<file path="config.mk">
export PLATFORM = sky130hd
export DESIGN_NAME = arnll_seq
export DESIGN_NICKNAME = d
export VERILOG_FILES = /design/src/rtl/arnll_pkg.sv /design/src/rtl/arnll_seq.sv
export SDC_FILE = /design/constraint.sdc
export NUM_CORES = 1
export LEC_CHECK = 0
export ABC_AREA = 1
export BUFFER_PORTS_ARGS = -buffer_cell sky130_fd_sc_hd__buf_4
export CAP_MARGIN = 20
export CORE_UTILIZATION = 40
export CTS_BUF_LIST = sky130_fd_sc_hd__clkbuf_4
export CTS_CLUSTER_SIZE = 10
export DETAILED_ROUTE_END_ITERATION = 6
export PLACE_DENSITY = 0.64
export SLEW_MARGIN = 20
export SYNTH_ARGS = -nofsm -noshare
export SYNTH_HDL_FRONTEND = slang
export SYNTH_SLANG_ARGS = --single-unit
</file>
<file path="constraint.sdc">
create_clock -name aclk -period 2.8 [get_ports aclk]
set_input_delay 0.28 -clock aclk [delete_from_list [all_inputs] [get_ports aclk]]
set_output_delay 0.28 -clock aclk [all_outputs]
set_load 0.02 [all_outputs]
</file>
<file path="src/rtl/arnll_pkg.sv">
`timescale 1ns / 1ps
package arnll_pkg;

    localparam int S_DATA_W   = 192;
    localparam int M_DATA_W   = 96;
    localparam int CFG_ADDR_W = 5;
    localparam int STEP_W     = 6;
    localparam int ACC_W      = 48;

    localparam logic [STEP_W-1:0] LAST_STEP_FULL  = 6'd36;
    localparam logic [STEP_W-1:0] LAST_STEP_XONLY = 6'd21;

    // 0.5*ln(2*pi) + ln(0.5) in Q32.32.
    localparam logic [64:0] TERM_CONST      = 65'd969766475;
    localparam logic [62:0] SUM_MAX         = {63{1'b1}};
    localparam logic [32:0] UNIT_Q16        = 33'd65536;
    localparam logic [31:0] TERM_WEIGHT_RST = 32'd131072;

    typedef enum logic [2:0] {
        REG_OFFSET_X     = 3'd0,
        REG_OFFSET_Y     = 3'd1,
        REG_OFFSET_Z     = 3'd2,
        REG_TILT_ABOUT_X = 3'd3,
        REG_TILT_ABOUT_Y = 3'd4,
        REG_TILT_ABOUT_Z = 3'd5,
        REG_X_ONLY_MODE  = 3'd6,
        REG_TERM_WEIGHT  = 3'd7
    } reg_idx_t;

    typedef struct packed {
        logic [31:0] offset_x;
        logic [31:0] offset_y;
        logic [31:0] offset_z;
        logic [31:0] tilt_about_x;
        logic [31:0] tilt_about_y;
        logic [31:0] tilt_about_z;
        logic        x_only_mode;
        logic [31:0] term_weight;
    } cfg_t;

    typedef enum logic [3:0] {
        A_ZERO, A_SX, A_SY, A_TX, A_TY, A_SXY, A_SXX1, A_SYY1,
        A_TYSX, A_TXSX, A_TYSY, A_TXSY, A_MAG, A_PHHI, A_SQLO
    } a_sel_t;

    typedef enum logic [3:0] {
        B_ZERO, B_SX, B_SY, B_OZ, B_TAX, B_TAY, B_TAZ, B_MAG, B_W
    } b_sel_t;

    typedef enum logic [3:0] {
        WB_NONE, WB_SXX, WB_SXY, WB_SYY, WB_TYSX, WB_TXSX, WB_TYSY, WB_TXSY,
        WB_INIT16, WB_INIT24, WB_ADD24, WB_SUB24, WB_SQ, WB_PH, WB_LO
    } wb_t;

    typedef enum logic [1:0] {
        BASE_DX, BASE_DXDZ, BASE_DY, BASE_DYDZ
    } base_t;

    typedef struct packed {
        a_sel_t a_sel;
        b_sel_t b_sel;
        wb_t    wb;
        base_t  base;
    } step_t;

    typedef struct packed {
        logic   load;
        logic   finish;
        a_sel_t a_sel;
        b_sel_t b_sel;
        wb_t    wb;
        base_t  base;
    } ctrl_t;

    // Microcode of one event. A product issued at one step is written back
    // during the following step, so a value is usable by the step after that at the earliest.
    function automatic step_t step_rom(input logic [STEP_W-1:0] idx);
        step_t s;
        s = '{A_ZERO, B_ZERO, WB_NONE, BASE_DX};
        case (idx)
            // Saturated Q16.16 products used by the predictions.
            6'd0:  s = '{A_SX,   B_SX,  WB_SXX,    BASE_DX};
            6'd1:  s = '{A_SX,   B_SY,  WB_SXY,    BASE_DX};
            6'd2:  s = '{A_TY,   B_SX,  WB_TYSX,   BASE_DX};
            6'd3:  s = '{A_TX,   B_SX,  WB_TXSX,   BASE_DX};
            6'd4:  s = '{A_TY,   B_SY,  WB_TYSY,   BASE_DX};
            6'd5:  s = '{A_TX,   B_SY,  WB_TXSY,   BASE_DX};
            6'd6:  s = '{A_SY,   B_SY,  WB_SYY,    BASE_DX};
            // dx residual
            6'd7:  s = '{A_SX,   B_OZ,  WB_INIT16, BASE_DX};
            6'd8:  s = '{A_TYSX, B_TAX, WB_ADD24,  BASE_DX};
            6'd9:  s = '{A_TXSX, B_TAY, WB_SUB24,  BASE_DX};
            6'd10: s = '{A_TY,   B_TAZ, WB_ADD24,  BASE_DX};
            6'd12: s = '{A_MAG,  B_MAG, WB_SQ,     BASE_DX};
            6'd13: s = '{A_PHHI, B_W,   WB_PH,     BASE_DX};
            6'd14: s = '{A_SQLO, B_W,   WB_LO,     BASE_DX};
            // dxdz residual
            6'd15: s = '{A_SXY,  B_TAX, WB_INIT24, BASE_DXDZ};
            6'd16: s = '{A_SXX1, B_TAY, WB_SUB24,  BASE_DXDZ};
            6'd17: s = '{A_SY,   B_TAZ, WB_ADD24,  BASE_DXDZ};
            6'd19: s = '{A_MAG,  B_MAG, WB_SQ,     BASE_DXDZ};
            6'd20: s = '{A_PHHI, B_W,   WB_PH,     BASE_DXDZ};
            6'd21: s = '{A_SQLO, B_W,   WB_LO,     BASE_DXDZ};
            // dy residual
            6'd22: s = '{A_SY,   B_OZ,  WB_INIT16, BASE_DY};
            6'd23: s = '{A_TYSY, B_TAX, WB_ADD24,  BASE_DY};
            6'd24: s = '{A_TXSY, B_TAY, WB_SUB24,  BASE_DY};
            6'd25: s = '{A_TX,   B_TAZ, WB_SUB24,  BASE_DY};
            6'd27: s = '{A_MAG,  B_MAG, WB_SQ,     BASE_DY};
            6'd28: s = '{A_PHHI, B_W,   WB_PH,     BASE_DY};
            6'd29: s = '{A_SQLO, B_W,   WB_LO,     BASE_DY};
            // dydz residual
            6'd30: s = '{A_SYY1, B_TAX, WB_INIT24, BASE_DYDZ};
            6'd31: s = '{A_SXY,  B_TAY, WB_SUB24,  BASE_DYDZ};
            6'd32: s = '{A_SX,   B_TAZ, WB_SUB24,  BASE_DYDZ};
            6'd34: s = '{A_MAG,  B_MAG, WB_SQ,     BASE_DYDZ};
            6'd35: s = '{A_PHHI, B_W,   WB_PH,     BASE_DYDZ};
            6'd36: s = '{A_SQLO, B_W,   WB_LO,     BASE_DYDZ};
            default: s = '{A_ZERO, B_ZERO, WB_NONE, BASE_DX};
        endcase
        return s;
    endfunction

endpackage

</file>
<file path="src/rtl/arnll_seq.sv">
`timescale 1ns / 1ps
module arnll_seq (
    input  logic           aclk,
    input  logic           aresetn,
    input  logic           s_tvalid,
    input  logic           x_only,
    input  logic           last_event,
    input  logic           out_busy,
    output logic           s_tready,
    output arnll_pkg::ctrl_t ctrl
);
    import arnll_pkg::*;

    typedef enum logic [3:0] {
        S_IDLE  = 4'b0001,
        S_RUN   = 4'b0010,
        S_DRAIN = 4'b0100,
        S_FIN   = 4'b1000
    } state_t;

    state_t            state_reg, state_next;
    logic [STEP_W-1:0] step_reg, step_next;
    step_t             rom;
    logic              last_step;

    assign rom       = step_rom(step_reg);
    assign last_step = (step_reg == (x_only ? LAST_STEP_XONLY : LAST_STEP_FULL));
    assign s_tready  = (state_reg == S_IDLE);

    always_comb begin
        state_next  = state_reg;
        step_next   = step_reg;
        ctrl        = '{1'b0, 1'b0, A_ZERO, B_ZERO, WB_NONE, BASE_DX};
        case (state_reg)
            S_IDLE: begin
                if (s_tvalid) begin
                    ctrl.load  = 1'b1;
                    step_next  = '0;
                    state_next = S_RUN;
                end
            end
            S_RUN: begin
                ctrl.a_sel = rom.a_sel;
                ctrl.b_sel = rom.b_sel;
                ctrl.wb    = rom.wb;
                ctrl.base  = rom.base;
                step_next  = step_reg + 1'b1;
                if (last_step) begin
                    state_next = S_DRAIN;
                end
            end
            S_DRAIN: begin
                // Lets the final term land in the running sum.
                state_next = S_FIN;
            end
            S_FIN: begin
                if (!(last_event && out_busy)) begin
                    ctrl.finish = 1'b1;
                    state_next  = S_IDLE;
                end
            end
            default: begin
                state_next = S_IDLE;
            end
        endcase
    end

    always_ff @(posedge aclk) begin
        if (!aresetn) begin
            state_reg <= S_IDLE;
            step_reg  <= '0;
        end else begin
            state_reg <= state_next;
            step_reg  <= step_next;
        end
    end

endmodule

</file>
Word-level counts from Yosys, hierarchy flattened. Memories as Yosys holds them, arrays and structs flattened. A register that Yosys moved wholly into a read port is not among the register bits. Index checks and enable logic that the tools add are counted.

Bits in registers: 10. Memory bits (read-only): 896. Output and inout bits: 17. Memories kept: 1.

$add $sub $neg: 1. Eq/ne operators: 8. Muxes and demuxes: 14. Reduce and logical (&&, ||, !) cells: 4.

Memories: (no name shown) (words 64, width 14, rd ports 1, clocked after memory_dff 1, wr ports 0, line arnll_pkg.sv:80) `case (idx)`.

Operators with widths (count): $mux 6 (4); $pmux 4 s4 (1); $mux 14 (1); $mux 4 (3); $pmux 6 s2 (1); $add 6x1->6 const B (1); $eq 6x6->1 (1); $ne 2x2->1 const B (3); $eq 4x1->1 const B (1); $eq 4x2->1 const B (1); $eq 4x3->1 const B (1); $eq 4x4->1 const B (1); $mux 1 (4); $reduce_and 3->1 (1); $reduce_and 2->1 (1); $reduce_bool 2->1 (1); $logic_and 1x1->1 (1).

Depth between registers and ports, before layout. Gate-level depths: netlist (run 1).

Word-level depth: 5. Mapped depth: 16. Gate-level depth less buffers: 16.

Worst setup path before layout (run 1). No wires, ideal clock.

Path kind: register to register. Start point: register state_reg[3]. End point: register, netlist name rom[11]. Setup time: 0.114 ns. Arrival time: 2.087 ns. Setup slack: 0.599 ns. Stages on the path, launching flop included: 14. Path through: dfxtp_1 nor2_2 nand3_2 nand2_4 nand2_1 nand3_1 inv_1 ha_1 nand3b_1 inv_1 o21ai_0 nand2_1 nand3_1 nand2_1.

Longest elaborated chain between the ends: 5. Elaborated cells on any way between the ends: 8.

RTL lines: start, declared (line arnll_seq.sv:21) `state_t state_reg, state_next;`; start signal, assigned (line arnll_seq.sv:73) `state_reg <= state_next;`; $eq 4x1->1 / $eq 4x2->1 (equally long branches) (line arnll_seq.sv:34) `case (state_reg)`; $ne 2x2->1 (no line) / $reduce_bool 2->1 (equally long branches); $reduce_and 2->1 (no line); $mux 6 (no line) * (2 in series).

Mark *: on every way between the ends. The rest lies on a longest branch, timed or not. A chain may end at the register's enable or synchronous reset.

Worst setup path after layout (run 1).
Start point: register state_reg[3]. End point: register, netlist name rom[2].

Longest elaborated chain between the ends: 5. Elaborated cells on any way between the ends: 8.

RTL lines (line): $eq 4x1->1 / $eq 4x2->1 (equally long branches) (arnll_seq.sv:34); $ne 2x2->1 (no line) / $reduce_bool 2->1 (equally long branches); $reduce_and 2->1 (no line); $mux 6 (no line) * (2 in series).

Marks and branches as above.

==> metrics.md, run 1 <==
| Metric | Value |
|---|---|
| Status | finished, final reports clean |
| Fraction of layout cells with a size suffix above 1 | ~15% |
| Post-DR vias/cell | ~5.1 |
| Remaining antenna violation count | 0 |
| Worst Setup End Kind | flop |
| Skew final | between 0.003 and 0.004 ns |
| Net count, final | 355 |
| Htree depth | 1 |
| Seq/Total Area, Yosys | 24.6% |
| Diodes inserted | 0 |
| DRT Wirelength | 5.07 mm |
| Crit path time final | 2.37 ns |
| Avg WL per Cell | 12.5 um |
| Number of synthesized register bits | 24 |
| Critical R2R Launch | state_reg[3] |
| Delay of the slowest critical-path stage | around 0.35 ns |
| # hold bufs at CTS | 0 |
| CTS max path bufs | 2 |
| Port buffer count | 22 |
| GRT Util Overall | roughly a fifth |
| Row cnt | 25 |
| Final hold vios | 0 |
| Sw Pwr | 0.000349 W |
| Synthesized area | between 0.0015 and 0.002 mm^2 |
| Root Buffer | clkbuf_4 |
| RSZ-0062 raised after global routing | false |
| Design Area, Final | ~0.0022 mm^2 |
| Worst EP arrival | 2.66 ns |
| Hold Crit Class | in2reg |
| Global-route wire length before repair | 8.62 mm |
| Drt first pass iters | 5 |
| Final setup violation count | 0 |
| GR Overflow Total | 0 |
| Post-synth top area share | 24.6% |
| Net Sw Frac | 39.5% |
| CP startpoint kind | flop |
| Area leader, netlist | dfxtp_1 |
| Syn_area_per_cell | 6.09 um^2 |
| Synth warnings | 0 |
| Crit-path cells | nor2_2, nand2_4, nand2_4, nand2_4, nand2_1, nand3_1, inv_1, ha_1, nand3b_1, nand2_1, nand2_1, nand3_1, nand3_1, nand2_1 |
| I/O pins | 23 |
| Slew margin rel. | 69.3% |
| Most frequent CP cell | nand2_1 |
| Setup CP Type | reg2reg |
| Core area | 0.00472 mm^2 |
| Worst Path Max Fanout | 18 |
| Routed vias | around 2,100 |
| Post-synth net total | around 340 |
| Largest net degree at the start of global routing | 21 |
| Primary FF master, synth | dfxtp_1 |
| Comb power frac | 36.5% |
| Fin crit share | 84.7% |
| Layout fillers | 507 |
| Initial DRC count | between 200 and 250 |
| Clock power share | about a fifth |
| # resized after CTS | 0 |
| PD cells | 405 mW/mm^2 |
| Max-slew violations | 0 |
| Area contributors post-synth | dfxtp_1, nand2_1, nand3_1 |
| Number of flops mapped to enable cells by yosys | 0 |
| Post-route DRC | 0 |
| Sequential share of power | 44.5% |
| Power Internal | 0.000534 W |
| Die Ht | 71.9 um |
| Post CTS Setup Buffer Count | 0 |
| Max_cap viols | 0 |
| Final setup TNS | 0 ns |
| Static leakage | ~1.2 nW |
| Worst Tran Pin Value | 0.459 ns |
| Vias in the first global route | slightly below 2,000 |
| Die W | 71.9 um |
| Num CTS Buffers | 3 |
| Largest register FFs | 14 |
| Area Growth Syn to Fin | 11.5% |
| DP Area | 0.00215 mm^2 |
| Hold_sp | aresetn |
| Die ar. | 0.00517 mm^2 |
| Clk pin slew, worst setup/hold paths | 0.14 ns |
| Slowest stage cell, crit path | dfxtp_1 |
| Final HPWL DP | between 3 and 4 mm |
| Initial antenna violation count | 0 |
| TritonCTS clock tree | built |
| Netlist cell types | 29 |
| Worst path required time | 3.09 ns |
| Most used standard cell by instance count after synthesis | nand2_1 |
| Starting Density | 41.4% |
| Synth top cells by count | nand2_1, nand3_1, inv_1, nor2_1, dfxtp_1 |
| Placer Congestion | 0.882 |
| Post-Syn Instances | 321 |
| Worst vdd ir | 0.172 mV |
| Clock Sinks | 24 |
| F_max | roughly 420 MHz |
| Asr flop ratio synth | 0% |
| Worst setup startpoint | state_reg[3] |
| Core Util, Final | 46.1% |
| Clock latency at the later pin of the worst-skew pair | about 0.33 ns |
[cell families after synthesis]
kind of cell    after synthesis  synth area share (%)
fa+ha+maj                    10                  6.40
flops                        24                  24.6
compound gates               20                  5.89
buf+inv                      60                  13.0
simple gates                207                  50.2
[stage by stage]
| step | power (W) | std cells | hold WS, ns | setup slack [ns] |
|---|---|---|---|---|
| after global routing | 0.000944 | 405 | 0.278 | 0.142 |
| after detailed placement | 0.000715 | 401 | 0.556 | 0.491 |
| after global placement | 0.000717 | 401 | 0.539 | 0.478 |
| after floorplan | 0.000640 | 321 | 0.442 | 0.599 |
| final | 0.000883 | 405 | 0.273 | 0.427 |
| after CTS | 0.000883 | 405 | 0.270 | 0.454 |
[routing by layer]
layer	wire length [um]	up-vias	part of all wire (%)	track usage, %
li1	-	1045	-	-
met1	2360	934	47	27.3
met2	2330	74	46	34.2
met3	284	11	5.6	2.22
met4	100	0	2.0	12.0
met5	0	-	0	0
[path summary, 6_finish.rpt]
path	slack (ns)	cells past startpoint	endpoint
max	0.43	14	rom[2]
min	0.27	2	state_reg[0]
max reg2reg	0.43	14	rom[2]
min reg2reg	0.57	2	state_reg[3]
[worst max-delay path, delay by kind of cell (launching register included)]
family	cells	cell delay [ns]
AND/OR/NAND/NOR	12	1.52
flip-flops	1	0.35
adder cells (fa/ha/maj)	1	0.27
buffers and inverters	1	0.19
[cell type report]
cell class,instances,area (um^2),area share [%]
Multi-Input combinational cell,237,1220,56.0
Sequential cell,24,480,22.0
Timing Repair Buffer,25,188,8.61
Inverter,48,180,8.27
Tap cell,67,83.8,3.85
Clock buffer,3,22.5,1.03
Clock inverter,1,3.75,0.172
[power by group through the flow]
stage	Combinational (W)	Sequential (W)	Clock, W
2_1_floorplan	0.000244	0.000396	0
3_3_place_gp	0.000317	0.000400	0
3_5_place_dp	0.000315	0.000401	0
4_1_cts	0.000317	0.000393	0.000173
5_1_grt	0.000364	0.000396	0.000183
6_report	0.000323	0.000393	0.000168
[cells in the final DEF, fill, tap and decap left out]
| cell type | count |
|---|---|
| buf_4 | 25 |
| nand2_4 | 5 |
| nand2_8 | 1 |
| nor3_4 | 1 |
| inv_2 | 3 |
| o31ai_1 | 1 |
| a31o_2 | 2 |
| nor2_2 | 4 |
| dfxtp_1 | 24 |
| nand3_2 | 2 |
| o21ai_0 | 3 |
| nand2_1 | 103 |
| or2_2 | 1 |
| o21ai_1 | 1 |
| nand4_1 | 9 |
| inv_1 | 45 |
| or2_0 | 1 |
| nand3_1 | 47 |
| ha_1 | 10 |
| nand3_4 | 1 |
| clkbuf_4 | 3 |
| a21oi_1 | 11 |
| nand2_2 | 2 |
| o211ai_1 | 2 |
| nor3_1 | 2 |
| clkinv_1 | 1 |
| nand3b_1 | 2 |
| nor2_1 | 26 |
Power figures use the tool's default switching activity.
==> run 2, diff against run 1 <==
PLACE_DENSITY = 0.67   (was 0.64)
clock period = 2.1 ns   (was 2.8 ns; I/O delays follow)
==> metrics.md, run 2 (synthesis results as in run 1) <==
| Metric | Value |
|---|---|
| Status | finished, final reports clean |
| Design Area, Final | 0.00249 mm^2 |
| Remaining antenna violation count | 0 |
| Worst Setup End Kind | flop |
| Max_cap viols | 0 |
| Worst Tran Pin Value | about 0.34 ns |
| Skew final | 0.00873 ns |
| Commonest non-fill, non-tap cells in the layout | nand2_1, buf_4, nand3_1 |
| Crit path time final | 2.02 ns |
| Die ar. | 0.00517 mm^2 |
| Net count, final | about 380 |
| DRT Wirelength | 5.14 mm |
| Max-slew violations | 0 |
| Final hold vios | 0 |
| Port buffer count | 22 |
| RSZ-0062 raised after global routing | true |
| Core area | 0.00472 mm^2 |
| Crit-path cells | inv_2, nor2_2, nand2_4, nand2_4, nand2_4, nand2_4, nand3_4, inv_4, buf_4, ha_2, nand2_1, nand2_1, nand3_1, o211ai_1, nand2_1 |
| Largest net degree at the start of global routing | 21 |
| Final setup violation count | 0 |
| Static leakage | 1.30 nW |
| Setup CP Type | reg2reg |
| Vias in the first global route | approximately 1,900 |
| Num CTS Buffers | 3 |
| CP startpoint kind | flop |
| Htree depth | 1 |
| Post-DR vias/cell | 4.96 |
| GRT Util Overall | a little over a fifth |
| Worst Path Max Fanout | 5 |
| Overall power | 0.00130 W |
| Commonest non-fill, non-tap cell in the layout | nand2_1 |
| Post-route DRC | 0 |
| Clock Sinks | 24 |
| Diodes inserted | 0 |
| Avg WL per Cell | 12.1 um |
| F_max | 496 MHz |
| Slew margin rel. | roughly 77% |
| Delay of the slowest critical-path stage | 0.40 ns |
| Hold Crit Class | in2reg |
| Row cnt | 25 |
| TritonCTS clock tree | built |
| Root Buffer | clkbuf_4 |
| Clk pin slew, worst setup/hold paths | between 0.1 and 0.15 ns |
| Final setup TNS | 0 ns |
| Worst path required time | 2.33 ns |
| Global-route wire length before repair | between 8 and 9 mm |
| Crit path max-delay family | simple AND/OR/NAND/NOR gates |
| Slowest stage cell, crit path | dfxtp_4 |
| Area Growth Syn to Fin | 27.2% |
| Initial DRC count | 252 |
| Starting Density | 41.4% |
| GR Overflow Total | 0 |
| Placer Congestion | 0.891 |
| Layout fillers | 499 |
| Die W | approximately 72 um |
| Drt first pass iters | 4 |
| Most frequent CP cell | nand2_4 |
| Largest register FFs | 14 |
| Initial antenna violation count | 0 |
| Worst EP arrival | 2.25 ns |
| I/O pins | 23 |
| CTS max path bufs | 2 |
| Final HPWL DP | between 3 and 4 mm |
| Die Ht | 71.9 um |
| Worst vdd ir | 0.236 mV |
| Clock latency at the later pin of the worst-skew pair | 0.33 ns |
| PD cells | 525 mW/mm^2 |
| DP Area | 0.00227 mm^2 |
| Worst Path Buf+Inv | 3 |
| Routed vias | 2,112 |
| Fin crit share | 96.0% |
| Fraction of layout cells with a size suffix above 1 | between 20 and 30% |
==> run 2: changes by cell type in the layout (fill, tap and decap cells not counted), sizes merged <==
cell and delta:
buf +21
==> run 2: repair_timing <==
item,CTS,global route
hold buffers,0,0
hold endpoints to repair,0,0
endpoints found under the setup margin,0,13
setup buffers,0,7
resized for setup,0,42
==> run 2: cell type report <==
cell class	instances	area, um^2	area share, %
clock buffer	3	22.5	0.905
clock inverter	1	3.75	0.151
inverter	48	185	7.44
multi-input combinational	237	1350	54.2
sequential	24	492	19.8
tap	67	83.8	3.37
timing repair buffer	46	353	14.2
==> run 2: final timing paths <==
check	end	slack [ns]	from	cells past startpoint
setup / recovery	rom[5]	0.08	state_reg[1]	15
setup reg to reg	rom[5]	0.08	state_reg[1]	15
hold reg to reg	state_reg[3]	0.56	state_reg[2]	2
hold / removal	state_reg[2]	0.15	aresetn	3
==> run 2: metrics by stage <==
step	utilization [%]	hold WS, ns	worst slack (ns)	std cells
floorplan	-	0.372	0.0531	321
global placement	48.0	0.487	0.0455	415
detailed placement	48.0	0.494	0.0426	415
CTS	48.6	0.143	0.00230	419
global route	52.7	0.174	-0.0448	426
finish	52.7	0.152	0.0842	426
==> run 2: power breakdown <==
| group | leakage [nW] | internal, W | total, W | switching, W |
|---|---|---|---|---|
| Clock | 0.0154 | 0.0000698 | 0.000219 | 0.000149 |
| Combinational | 1.09 | 0.000224 | 0.000563 | 0.000338 |
| Sequential | 0.198 | 0.000500 | 0.000523 | 0.0000228 |
| Total | 1.30 | 0.000794 | 0.00130 | 0.000511 |
==> run 2: worst register-to-register path, stage by stage (launching register included) <==
cell and delay, ns:
dfxtp_4 0.40, inv_2 0.04, nor2_2 0.16, nand2_4 0.10, nand2_4 0.11, nand2_4 0.07
nand2_4 0.09, nand3_4 0.09, inv_4 0.08, buf_4 0.13, ha_2 0.22, nand2_1 0.12
nand2_1 0.09, nand3_1 0.06, o211ai_1 0.08, nand2_1 0.06
==> run 2: layer usage <==
metal	vias up	part of all wire (%)	global-route usage, %
li1	1090	-	-
met1	956	47	28.7
met2	59	47	34.7
met3	7	4.0	1.25
met4	0	1.7	7.41
met5	-	0	0
==> run 3, diff against run 2 <==
REMOVE_ABC_BUFFERS = 1   (was not set)
==> metrics.md, run 3 (synthesis results as in run 1) <==
| Metric | Value |
|---|---|
| Status | finished, violations left |
| Failing checks | DRC |
| Commonest non-fill, non-tap cell in the layout | nand2_1 |
| Skew final | ~0.011 ns |
| Hold Crit Depth | 3 |
| DP Area | roughly 0.0023 mm^2 |
| Worst vdd ir | roughly 0.21 mV |
| Root Buffer | clkbuf_4 |
| Num CTS Buffers | 3 |
| I/O pins | 23 |
| Fraction of layout cells with a size suffix above 1 | around 26% |
| Core area | 0.00472 mm^2 |
| Post-DR vias/cell | 4.93 |
| Clock latency at the later pin of the worst-skew pair | 0.32 ns |
| Worst reg2reg path depth | 11 |
| Htree depth | 1 |
| Diodes inserted | 0 |
| Vias in the first global route | 1,718 |
| CP startpoint kind | flop |
| Hold Crit Class | in2reg |
| F_max | 493 MHz |
| Die ar. | 0.00517 mm^2 |
| Net count, final | 373 |
| DRT Wirelength | 5.02 mm |
| Die Ht | 71.9 um |
| Avg WL per Cell | 11.9 um |
| Row cnt | 25 |
| Remaining antenna violation count | 0 |
| Initial antenna violation count | 0 |
| Static leakage | 1.28 nW |
| GRT Util Overall | between 10% and 20% |
| Worst EP arrival | about 2.3 ns |
| Initial DRC count | 203 |
| Hold_sp | aresetn |
| Final HPWL DP | 3.71 mm |
| Starting Density | 41.4% |
| Largest register FFs | 14 |
| Design Area, Final | approximately 0.0024 mm^2 |
| Global-route wire length before repair | 8.02 mm |
| Worst Path Max Fanout | 6 |
| Die W | 71.9 um |
| Post-route DRC | 2 |
| Worst setup startpoint | state_reg[2] |
| Clk pin slew, worst setup/hold paths | 0.13 ns |
| Routed vias | 2,082 |
| Worst path required time | 2.32 ns |
| Port buffer count | 22 |
| Placer Congestion | 0.914 |
| Area Growth Syn to Fin | 24.4% |
| CTS max path bufs | 2 |
| Fin crit share | a little over nine tenths |
| Largest net degree at the start of global routing | 21 |
| TritonCTS clock tree | built |
| PD cells | 523 mW/mm^2 |
| Slew margin rel. | 77.9% |
| GR Overflow Total | 0 |
| Worst Tran Pin Value | between 0.3 and 0.4 ns |
| Max_cap viols | 0 |
| Setup CP Type | reg2reg |
| Commonest non-fill, non-tap cells in the layout | nand2_1, nand3_1, inv_1 |
| RSZ-0062 raised after global routing | true |
| Drt first pass iters | 7 |
| Final setup violation count | 0 |
| Hold_ws | roughly 0.19 ns |
| Max-slew violations | 0 |
| Clock Sinks | 24 |
| Final hold vios | 0 |
| Worst Setup End Kind | flop |
| Critical R2R Launch | state_reg[2] |
| Crit path time final | 2.03 ns |
[run 3: power by group]
group          internal (W)  total (W)  switching [W]
clock             0.0000673   0.000203       0.000136
sequential         0.000499   0.000520      0.0000206
combinational      0.000218   0.000550       0.000332
[run 3: final timing paths]
path	end	slack, ns
worst min register to register	state_reg[3]	0.58
worst max register to register	rom[6]	0.07
worst min-delay path	state_reg[2]	0.19
worst max-delay path	rom[6]	0.07
[run 3: layout make-up]
class                           instances  area (um^2)
Fill cell                             480         2290
Multi-Input combinational cell        237         1310
Sequential cell                        24          489
Timing Repair Buffer                   43          347
Inverter                               48          185
Tap cell                               67         83.8
Clock buffer                            3         22.5
[run 3: through the flow]
step                      TNS, ns  util, %  cells  setup WS (ns)  total power (W)
after floorplan            -0.520        -    309         -0.109         0.000837
after global placement          0     47.9    414         0.0480         0.000997
after detailed placement  -0.0443     47.9    414        -0.0372         0.000998
after CTS                       0     48.8    417        0.00564          0.00121
after global routing       -0.234     51.5    422        -0.0303          0.00136
final                           0     51.5    422         0.0723          0.00127
[run 3: timing repair]
action                                  in CTS  in global routing
gates cloned                                 0                  0
hold buffers                                 0                  0
pin swaps                                    0                  8
endpoints found under the setup margin       9                 14
gates resized for setup                      3                 33
buffers inserted                             0                  5
[run 3: layer usage]
layer  share of wire (%)  GRT usage (%)  vias up
met4                0.76           6.75        0
met1                  47           27.0      913
met5                   0              0        -
li1                    -              -     1080
met2                  47           31.6       82
met3                 5.4           2.08        7
[run 3: critical path, cell delays in order (launching register included)]
cell	delay, ns
dfxtp_4	0.38
nor2_4	0.22
nand3_4	0.16
nand3_1	0.13
nand2_2	0.14
buf_4	0.18
nor2_1	0.20
inv_1	0.15
nand3_1	0.10
nand3_1	0.12
nand3_1	0.10
nand2_1	0.05
